--- src/hdl/mps_pkg.sv ---
// ----------------------------------------------------------------------------
// mps_pkg: shared codes and types of the motor power sequencer
// Mode and event codes, and the word that the dispatch logic hands back.
// ----------------------------------------------------------------------------
`default_nettype none

package mps_pkg;

  localparam int ModeW  = 4;
  localparam int EventW = 5;

  localparam logic [ModeW-1:0] MODE_OFF      = 4'd0;
  localparam logic [ModeW-1:0] MODE_NOMOTOR  = 4'd1;
  localparam logic [ModeW-1:0] MODE_STARTING = 4'd2;
  localparam logic [ModeW-1:0] MODE_POWERED  = 4'd3;
  localparam logic [ModeW-1:0] MODE_IDLE     = 4'd4;
  localparam logic [ModeW-1:0] MODE_PREON    = 4'd5;
  localparam logic [ModeW-1:0] MODE_PREOFF   = 4'd6;
  localparam logic [ModeW-1:0] MODE_ARMED    = 4'd7;
  localparam logic [ModeW-1:0] MODE_POWON    = 4'd8;
  localparam logic [ModeW-1:0] MODE_POWOFF   = 4'd9;
  localparam logic [ModeW-1:0] MODE_ACTIVE   = 4'd10;
  localparam logic [ModeW-1:0] MODE_NONE     = 4'd15;

  localparam logic [EventW-1:0] EV_START       = 5'd0;
  localparam logic [EventW-1:0] EV_STOP        = 5'd1;
  localparam logic [EventW-1:0] EV_PRESENT     = 5'd2;
  localparam logic [EventW-1:0] EV_NOT_PRESENT = 5'd3;
  localparam logic [EventW-1:0] EV_BRINGUP_TO  = 5'd4;
  localparam logic [EventW-1:0] EV_STATUS_OK   = 5'd5;
  localparam logic [EventW-1:0] EV_STATUS_ERR  = 5'd6;
  localparam logic [EventW-1:0] EV_STATUS_EE   = 5'd7;
  localparam logic [EventW-1:0] EV_STATUS_DE   = 5'd8;
  localparam logic [EventW-1:0] EV_STATUS_TEMP = 5'd9;
  localparam logic [EventW-1:0] EV_STATUS_ED   = 5'd10;
  localparam logic [EventW-1:0] EV_STATUS_DD   = 5'd11;
  localparam logic [EventW-1:0] EV_TEMP_INQ    = 5'd12;
  localparam logic [EventW-1:0] EV_PARAM_INQ   = 5'd13;
  localparam logic [EventW-1:0] EV_PING_INQ    = 5'd14;
  localparam logic [EventW-1:0] EV_PARAM_TO    = 5'd15;
  localparam logic [EventW-1:0] EV_PING_TO     = 5'd16;
  localparam logic [EventW-1:0] EV_PREAMP_ON   = 5'd17;
  localparam logic [EventW-1:0] EV_PREAMP_OFF  = 5'd18;
  localparam logic [EventW-1:0] EV_POWAMP_ON   = 5'd19;
  localparam logic [EventW-1:0] EV_POWAMP_OFF  = 5'd20;
  localparam logic [EventW-1:0] EV_TIMEOUT     = 5'd21;

  // Outcome of one event: whether it was handled, and the state it leaves.
  typedef struct packed {
    logic             handled;
    logic [ModeW-1:0] mode_next;
    logic             run_next;
  } disp_t;

endpackage

`default_nettype wire

--- src/hdl/mps_dispatch.sv ---
// ----------------------------------------------------------------------------
// mps_dispatch: event dispatch through the mode hierarchy
// Offers the event to the current mode, its parent and its grandparent,
// and works out the next mode and run flag.
// ----------------------------------------------------------------------------
`default_nettype none

module mps_dispatch
  import mps_pkg::*;
(
  input  wire logic [ModeW-1:0]  mode,
  input  wire logic              run_flag,
  input  wire logic              motor_present,
  input  wire logic [EventW-1:0] event_code,
  output disp_t                  disp
);

  typedef struct packed {
    logic             hit;
    logic [ModeW-1:0] dst;
  } hit_t;

  function automatic logic [ModeW-1:0] parent_of(input logic [ModeW-1:0] m);
    logic [ModeW-1:0] p;
    case (m)
      MODE_PREON, MODE_PREOFF, MODE_ARMED:  p = MODE_IDLE;
      MODE_POWON, MODE_POWOFF, MODE_ACTIVE: p = MODE_ARMED;
      default:                              p = MODE_NONE;
    endcase
    return p;
  endfunction

  // Handler of one mode. An event handled without a move keeps the current
  // mode, not the mode of the handler.
  function automatic hit_t handle_in(input logic [ModeW-1:0]  m,
                                     input logic [EventW-1:0] ev,
                                     input logic [ModeW-1:0]  cur,
                                     input logic              present,
                                     input logic              run);
    hit_t r;
    r.hit = 1'b1;
    r.dst = cur;
    case (m)
      MODE_OFF: begin
        if (ev == EV_START) r.dst = present ? MODE_STARTING : MODE_NOMOTOR;
        else                r.hit = 1'b0;
      end
      MODE_NOMOTOR: begin
        if (ev == EV_STOP) r.dst = MODE_OFF;
        else               r.hit = 1'b0;
      end
      MODE_STARTING: begin
        case (ev)
          EV_STOP:       r.dst = MODE_OFF;
          EV_PRESENT:    r.dst = MODE_POWERED;
          EV_BRINGUP_TO: r.dst = cur;
          default:       r.hit = 1'b0;
        endcase
      end
      MODE_POWERED: begin
        case (ev)
          EV_BRINGUP_TO:  r.dst = run ? MODE_POWERED : MODE_OFF;
          EV_STATUS_OK:   r.dst = MODE_IDLE;
          EV_STOP:        r.dst = MODE_OFF;
          EV_NOT_PRESENT: r.dst = run ? MODE_STARTING : MODE_OFF;
          default:        r.hit = 1'b0;
        endcase
      end
      MODE_IDLE: begin
        case (ev) inside
          EV_STOP, EV_NOT_PRESENT, EV_STATUS_EE, EV_STATUS_DE, EV_STATUS_TEMP:
            r.dst = MODE_OFF;
          EV_TEMP_INQ, EV_PARAM_INQ, EV_PING_INQ, EV_PARAM_TO:
            r.dst = cur;
          EV_PREAMP_ON:
            r.dst = MODE_PREON;
          EV_STATUS_ERR, EV_PING_TO:
            r.dst = MODE_POWERED;
          default:
            r.hit = 1'b0;
        endcase
      end
      MODE_PREON: begin
        case (ev) inside
          EV_STATUS_ED:              r.dst = MODE_ARMED;
          EV_PREAMP_OFF, EV_TIMEOUT: r.dst = MODE_IDLE;
          default:                   r.hit = 1'b0;
        endcase
      end
      MODE_PREOFF: begin
        case (ev)
          EV_STATUS_ED: r.dst = cur;
          EV_STATUS_DD: r.dst = MODE_IDLE;
          EV_TIMEOUT:   r.dst = MODE_PREOFF;
          EV_PREAMP_ON: r.dst = MODE_PREON;
          default:      r.hit = 1'b0;
        endcase
      end
      MODE_ARMED: begin
        case (ev)
          EV_STATUS_ED:  r.dst = cur;
          EV_PREAMP_OFF: r.dst = MODE_PREOFF;
          EV_STATUS_DD:  r.dst = MODE_POWERED;
          EV_POWAMP_ON:  r.dst = MODE_POWON;
          default:       r.hit = 1'b0;
        endcase
      end
      MODE_POWON: begin
        case (ev) inside
          EV_STATUS_EE:              r.dst = MODE_ACTIVE;
          EV_POWAMP_OFF, EV_TIMEOUT: r.dst = MODE_ARMED;
          default:                   r.hit = 1'b0;
        endcase
      end
      MODE_POWOFF: begin
        case (ev)
          EV_STATUS_EE: r.dst = cur;
          EV_STATUS_ED: r.dst = MODE_ARMED;
          EV_TIMEOUT:   r.dst = MODE_POWOFF;
          default:      r.hit = 1'b0;
        endcase
      end
      MODE_ACTIVE: begin
        case (ev)
          EV_STATUS_EE:  r.dst = cur;
          EV_POWAMP_OFF: r.dst = MODE_POWOFF;
          EV_STATUS_ED:  r.dst = MODE_POWON;
          default:       r.hit = 1'b0;
        endcase
      end
      default: r.hit = 1'b0;
    endcase
    return r;
  endfunction

  logic [ModeW-1:0] parent_mode;
  logic [ModeW-1:0] grand_mode;
  hit_t             hit_self;
  hit_t             hit_parent;
  hit_t             hit_grand;
  hit_t             chosen;

  assign parent_mode = parent_of(mode);
  assign grand_mode  = parent_of(parent_mode);

  // The three levels are looked up side by side; the nearest one wins.
  assign hit_self   = handle_in(mode, event_code, mode, motor_present, run_flag);
  assign hit_parent = handle_in(parent_mode, event_code, mode, motor_present, run_flag);
  assign hit_grand  = handle_in(grand_mode, event_code, mode, motor_present, run_flag);

  always_comb begin
    if (hit_self.hit)        chosen = hit_self;
    else if (hit_parent.hit) chosen = hit_parent;
    else                     chosen = hit_grand;

    disp.handled   = chosen.hit;
    disp.mode_next = mode;
    disp.run_next  = run_flag;
    if (chosen.hit && (chosen.dst != mode)) begin
      disp.mode_next = chosen.dst;
      if (mode == MODE_OFF)      disp.run_next = 1'b1;
      if (chosen.dst == MODE_OFF) disp.run_next = 1'b0;
    end
  end

endmodule

`default_nettype wire

--- src/hdl/motor_power_sequencer_core.sv ---
// ----------------------------------------------------------------------------
// motor_power_sequencer_core: hierarchical power-up sequencer, top level
// Registers each event word, dispatches it through the mode hierarchy and
// registers the resulting mode, run flag and handled bit.
// ----------------------------------------------------------------------------
//  channel | direction | handshake           | payload
//  in      | input     | in_valid / in_stall | event_code
//  out     | output    | out_valid/out_stall | mode_now, running, was_handled
//  cfg     | input     | cfg_valid/cfg_ready | cfg_data (motor_present)
//
//  An accepted word waits in the input register, then goes via the dispatch
//  logic into the result register. One word per cycle is sustained while the
//  output does not stall; the mode register feeds back through the dispatch
//  logic. rst (synchronous) puts the block in off with the run flag clear and
//  motor_present set. A stall on the output holds the result register, and
//  in_stall rises only when the input register is full and cannot move.
// ----------------------------------------------------------------------------
`default_nettype none

module motor_power_sequencer_core
  import mps_pkg::*;
(
  input  wire logic              clk,
  input  wire logic              rst,
  input  wire logic              in_valid,
  output      logic              in_stall,
  input  wire logic [EventW-1:0] event_code,
  output      logic              out_valid,
  input  wire logic              out_stall,
  output      logic [ModeW-1:0]  mode_now,
  output      logic              running,
  output      logic              was_handled,
  input  wire logic              cfg_valid,
  output      logic              cfg_ready,
  input  wire logic              cfg_data
);

  logic              motor_present;
  logic [ModeW-1:0]  mode_q;
  logic              run_q;
  logic              s1_valid;
  logic [EventW-1:0] s1_event;
  logic              advance;
  disp_t             disp;

  assign cfg_ready = 1'b1;

  always_ff @(posedge clk) begin
    if (rst) begin
      motor_present <= 1'b1;
    end else if (cfg_valid && cfg_ready) begin
      motor_present <= cfg_data;
    end
  end

  // The word in the input register moves on when the result register is
  // empty or is being emptied in this cycle.
  assign advance  = s1_valid && (!out_valid || !out_stall);
  assign in_stall = s1_valid && !advance;

  always_ff @(posedge clk) begin
    if (rst) begin
      s1_valid <= 1'b0;
    end else if (!in_stall) begin
      s1_valid <= in_valid;
    end
  end

  always_ff @(posedge clk) begin
    if (in_valid && !in_stall) begin
      s1_event <= event_code;
    end
  end

  mps_dispatch u_dispatch (
    .mode          (mode_q),
    .run_flag      (run_q),
    .motor_present (motor_present),
    .event_code    (s1_event),
    .disp          (disp)
  );

  always_ff @(posedge clk) begin
    if (rst) begin
      mode_q    <= MODE_OFF;
      run_q     <= 1'b0;
      out_valid <= 1'b0;
    end else begin
      if (advance) begin
        mode_q <= disp.mode_next;
        run_q  <= disp.run_next;
      end
      if (advance)         out_valid <= 1'b1;
      else if (!out_stall) out_valid <= 1'b0;
    end
  end

  always_ff @(posedge clk) begin
    if (advance) begin
      mode_now    <= disp.mode_next;
      running     <= disp.run_next;
      was_handled <= disp.handled;
    end
  end

`ifndef SYNTHESIS
  a_mode_range : assert property (@(posedge clk) disable iff (rst)
    mode_q <= MODE_ACTIVE)
    else $error("mode register holds an undefined mode");

  a_run_tracks_off : assert property (@(posedge clk) disable iff (rst)
    run_q == (mode_q != MODE_OFF))
    else $error("run flag disagrees with the off mode");

  a_unhandled_keeps : assert property (@(posedge clk) disable iff (rst)
    advance && !disp.handled |=> mode_q == $past(mode_q) && run_q == $past(run_q))
    else $error("unhandled word changed the mode or run flag");

  a_result_matches_state : assert property (@(posedge clk) disable iff (rst)
    advance |=> mode_now == mode_q && running == run_q)
    else $error("result word differs from the new state");
`endif

endmodule

`default_nettype wire

--- config.mk ---
export PLATFORM = sky130hd
export DESIGN_NAME = motor_power_sequencer_core
export DESIGN_NICKNAME = d
export VERILOG_FILES = /design/src/hdl/mps_pkg.sv /design/src/hdl/mps_dispatch.sv /design/src/hdl/motor_power_sequencer_core.sv
export SDC_FILE = /design/constraint.sdc
export NUM_CORES = 1
export LEC_CHECK = 0
export ABC_AREA = 0
export BUFFER_PORTS_ARGS = -buffer_cell sky130_fd_sc_hd__buf_2
export CAP_MARGIN = 25
export CORE_MARGIN = 5
export CORE_UTILIZATION = 53
export CTS_CLUSTER_DIAMETER = 120
export CTS_CLUSTER_SIZE = 8
export DETAILED_ROUTE_END_ITERATION = 12
export PLACE_DENSITY = 0.73
export SLEW_MARGIN = 10
export SYNTH_ARGS = -nofsm -noshare
export SYNTH_HDL_FRONTEND = slang
export SYNTH_HIERARCHICAL = 1
export SYNTH_SLANG_ARGS = --single-unit
--- constraint.sdc ---
create_clock -name clk -period 5.5 [get_ports clk]
set_clock_uncertainty 0.2 [all_clocks]
set_input_delay 1.375 -clock clk [delete_from_list [all_inputs] [get_ports clk]]
set_output_delay 1.375 -clock clk [all_outputs]
set_load 0.02 [all_outputs]
==> results.sh <==
export IMPL_status="finished, final reports clean"
export IMPL_tightest_slew_ns=0.8992
export IMPL_dp_hpwl_um=3908
export IMPL_crit_arrival_ns=3.67
export IMPL_cts_resized=0
export IMPL_slew_limit_headroom_pct=40.05
export IMPL_finalHoldViolCount=0
export IMPL_yosys_register_bits=19
export IMPL_io_pins=20
export IMPL_synth_edf_count=11
export IMPL_critPathLaunchType="flop"
export IMPL_portBuffers=18
export IMPL_crit_path_end_kind="flop"
export IMPL_synth_largest_area_cell="edfxtp_1"
export IMPL_slowest_stage="edfxtp_1"
export IMPL_p_per_area_nw_per_um2=150.5
export IMPL_drc_errors=0
export IMPL_antenna_found_initial=0
export IMPL_grt_start_max_net_pins=30
export IMPL_numCtsBuffers=3
export IMPL_synth_area_leaders="edfxtp_1, dfxtp_1, nand2b_1, nor2_1, a21oi_1"
export IMPL_grt_pass1_vias=1864
export IMPL_critPathRequiredTime_ns=5.43
export IMPL_numClockSinks=19
export IMPL_gp_congestion=0.9904
export IMPL_grt_pass1_wl_um=9045
export IMPL_layout_nets=269
export IMPL_period_minus_slack_ns=3.735
export IMPL_antennaDiodeCount=0
export IMPL_grt_ovfl_total=0
export IMPL_setup_viol=0
export IMPL_ys_async_sr_fraction_pct=0
export IMPL_grt_use_total_pct=21.35
export IMPL_cts_tree="yes"
export IMPL_min_period_over_period_pct=67.91
export IMPL_vias_per_cell=6.905
export IMPL_whs_endpoint="out_valid"
export IMPL_r2r_setup_slack_ns=1.76
export IMPL_min_delay_path_class="reg2reg"
export IMPL_irDropWorstVdd_mv=0.1552
export IMPL_coreArea_sq_um=3716
export IMPL_avgRoutedWirePerCell_um=18.28
export IMPL_synth_area_per_cell_sq_um=7.908
export IMPL_synth_main_ff_cell="edfxtp_1"
export IMPL_h_tree_depth=1
export IMPL_cp_max_fo=29
export IMPL_route_vias_total=2106
export IMPL_totalWireLength_um=5574
export IMPL_worstSetupPathType="reg2reg"
export IMPL_syn_inst=259
export IMPL_cpMostUsedCell="nand2b_1"
export IMPL_path_cells="nand2b_1 -> nor3_2 -> nor4_1 -> a2111o_1 -> a211o_1 -> mux2_4 -> xnor2_2 -> a22o_1 -> nand2b_1 -> mux2i_1"
export IMPL_fp_dieW_um=72.17
export IMPL_min_from="s1_valid"
export IMPL_synth_distinct_cells=66
export IMPL_ys_warn_count=6
export IMPL_clkLatencyLatePin_ns=0.25
export IMPL_root_buffer="clkbuf_8"
export IMPL_r2r_start="s1_event[1]"
export IMPL_crit_start="s1_event[1]"
export IMPL_drive_gt1_share_pct=13.23
export IMPL_syn_area_sq_um=2048
export IMPL_clk_pin_slew_ns=0.07
export IMPL_synth_top_cell_area_share_pct=16.13
export IMPL_dieHeight_um=72.17
export IMPL_r2r_end="run_q"
export IMPL_area_growth_syn_to_layout_pct=3.604
export IMPL_power_mw=0.3193
export IMPL_row_count=22
export IMPL_drtAntennaViolNets=0
export IMPL_rr_worst_depth=10
export IMPL_slowest_delay_ns=0.94
export IMPL_start_util_pct=55.12
export IMPL_cts_setup_buffers=0
export IMPL_fp_dieArea_sq_um=5208
export IMPL_syn_num_nets=270
export IMPL_cap_viol_max_count=0
export IMPL_p_leak_nw=0.7690
export IMPL_drt_pass1_iterations=5
export IMPL_holdPathStages=2
export IMPL_holdBufCountCts=0
export IMPL_max_freq_mhz=267.7
export IMPL_drtIter0Drc=363
export IMPL_tns_ns=0
export IMPL_clock_path_buffers=2
export IMPL_rsz0062_at_grt="no"
export IMPL_ys_seq_area_share_pct=23.95
export IMPL_fillCellCount=354
export IMPL_maxSlewViolCount=0
-- flip-flops by register name, indices dropped and copies added, names as in the netlist --
register and count:
out_valid 1, s1_valid 1, running 1, s1_event 5, motor_present 1, mode_now 4, was_handled 1, mode_q 4
run_q 1
-- power breakdown --
part / switching, mW / internal (mW) / total, mW
logic: 0.0273 / 0.0209 / 0.0481
registers: 0.0160 / 0.156 / 0.172
clock network: 0.0483 / 0.0510 / 0.0993
-- area by class of cell --
type	instances	area, sq um	area share, %
multi-input cells	209	1406	66.27
flip-flops and latches	19	490.5	23.11
repair buffers	18	90.09	4.245
well taps	48	60.06	2.830
clock buffers	3	41.29	1.946
inverters	7	26.28	1.238
clock inverters	1	7.507	0.3538
-- critical path, delay by kind of cell (launching register included) --
family | cells | cell delay, ns
AND/OR/NAND/NOR | 4 | 1.06
XOR/XNOR | 1 | 0.13
multiplexers | 2 | 0.36
AO/OA/AOI/OAI | 3 | 0.92
flip-flops | 1 | 0.94
-- cells in the mapped netlist, types with 3 or more instances --
library cell and number:
inv_1 7, nor2b_1 10, buf_2 13, nand2_1 11, nand3b_1 3, o21ai_0 13, edfxtp_1 11, nand3_1 7
o221ai_1 3, nor2_1 23, a211o_1 3, o22ai_1 3, nor3_1 9, nand4_1 5, a21o_1 4, a21oi_1 17
nor4_1 4, dfxtp_1 8, nor3b_1 3, nand2b_1 21, a22o_1 3, buf_4 3, o2111ai_1 3, clkbuf_1 7
o211ai_1 5, mux2i_1 8, or4_1 3, and3b_1 3
-- cell usage in the layout (no fill, tap or decap), drive strengths merged, types with 3 or more instances in the layout --
master / instances
nand2: 11
nor2: 23
nand2b: 21
clkbuf: 3
mux2i: 8
a211o: 3
a21oi: 17
nor3: 10
nor2b: 10
nor4: 5
o2111ai: 4
or4: 3
nand3b: 3
edfxtp: 11
o221ai: 3
a22o: 3
inv: 7
and3b: 3
o211ai: 5
a21o: 4
o21ai: 15
nand4: 5
a21boi: 3
nor3b: 3
o22ai: 3
dfxtp: 8
nand3: 7
buf: 18
-- routing by layer --
layer	vias to the layer above	part of all wire (%)	global-route usage [%]
met2	141	42	30.33
met3	28	9.2	4.571
met4	0	3.9	10.23
met5	-	0	0
met1	964	45	30.43
li1	973	-	-
-- worst max path at each step --
| stage | endpoint | depth (start not counted) |
|---|---|---|
| 2_1_floorplan | in_stall | 2 |
| 3_3_place_gp | run_q | 10 |
| 3_5_place_dp | run_q | 10 |
| 4_1_cts | run_q | 10 |
| 5_1_grt | run_q | 10 |
| 6_report | run_q | 10 |
-- through the flow --
| stage | hold slack (ns) | cells | utilization (%) | cell area [sq um] | worst slack (ns) |
|---|---|---|---|---|---|
| global route | 0.3415 | 305 | 57.10 | 2122 | 1.616 |
| detailed placement | 0.2970 | 301 | 55.79 | 2073 | 1.900 |
| floorplan | 0.2456 | 259 | - | 2048 | 2.291 |
| finish | 0.3001 | 305 | 57.10 | 2122 | 1.765 |
| CTS | 0.3084 | 305 | 57.10 | 2122 | 1.855 |
| global placement | 0.2815 | 301 | 55.79 | 2073 | 1.854 |
-- cell families (layout without fill, tap and decap cells) --
group / Yosys count / after routing / synth area share, %
xor gates and xnor gates: 3 / 3 / 1.650
AOI/OAI and AO/OA: 76 / 76 / 26.27
muxes: 10 / 10 / 5.192
DFF: 19 / 19 / 23.95
and+or+nand+nor: 119 / 119 / 35.37
other: 1 / 1 / 0.1831
buffers and inverters: 31 / 29 / 7.392
No activity file was read; power rests on OpenSTA's default activity.
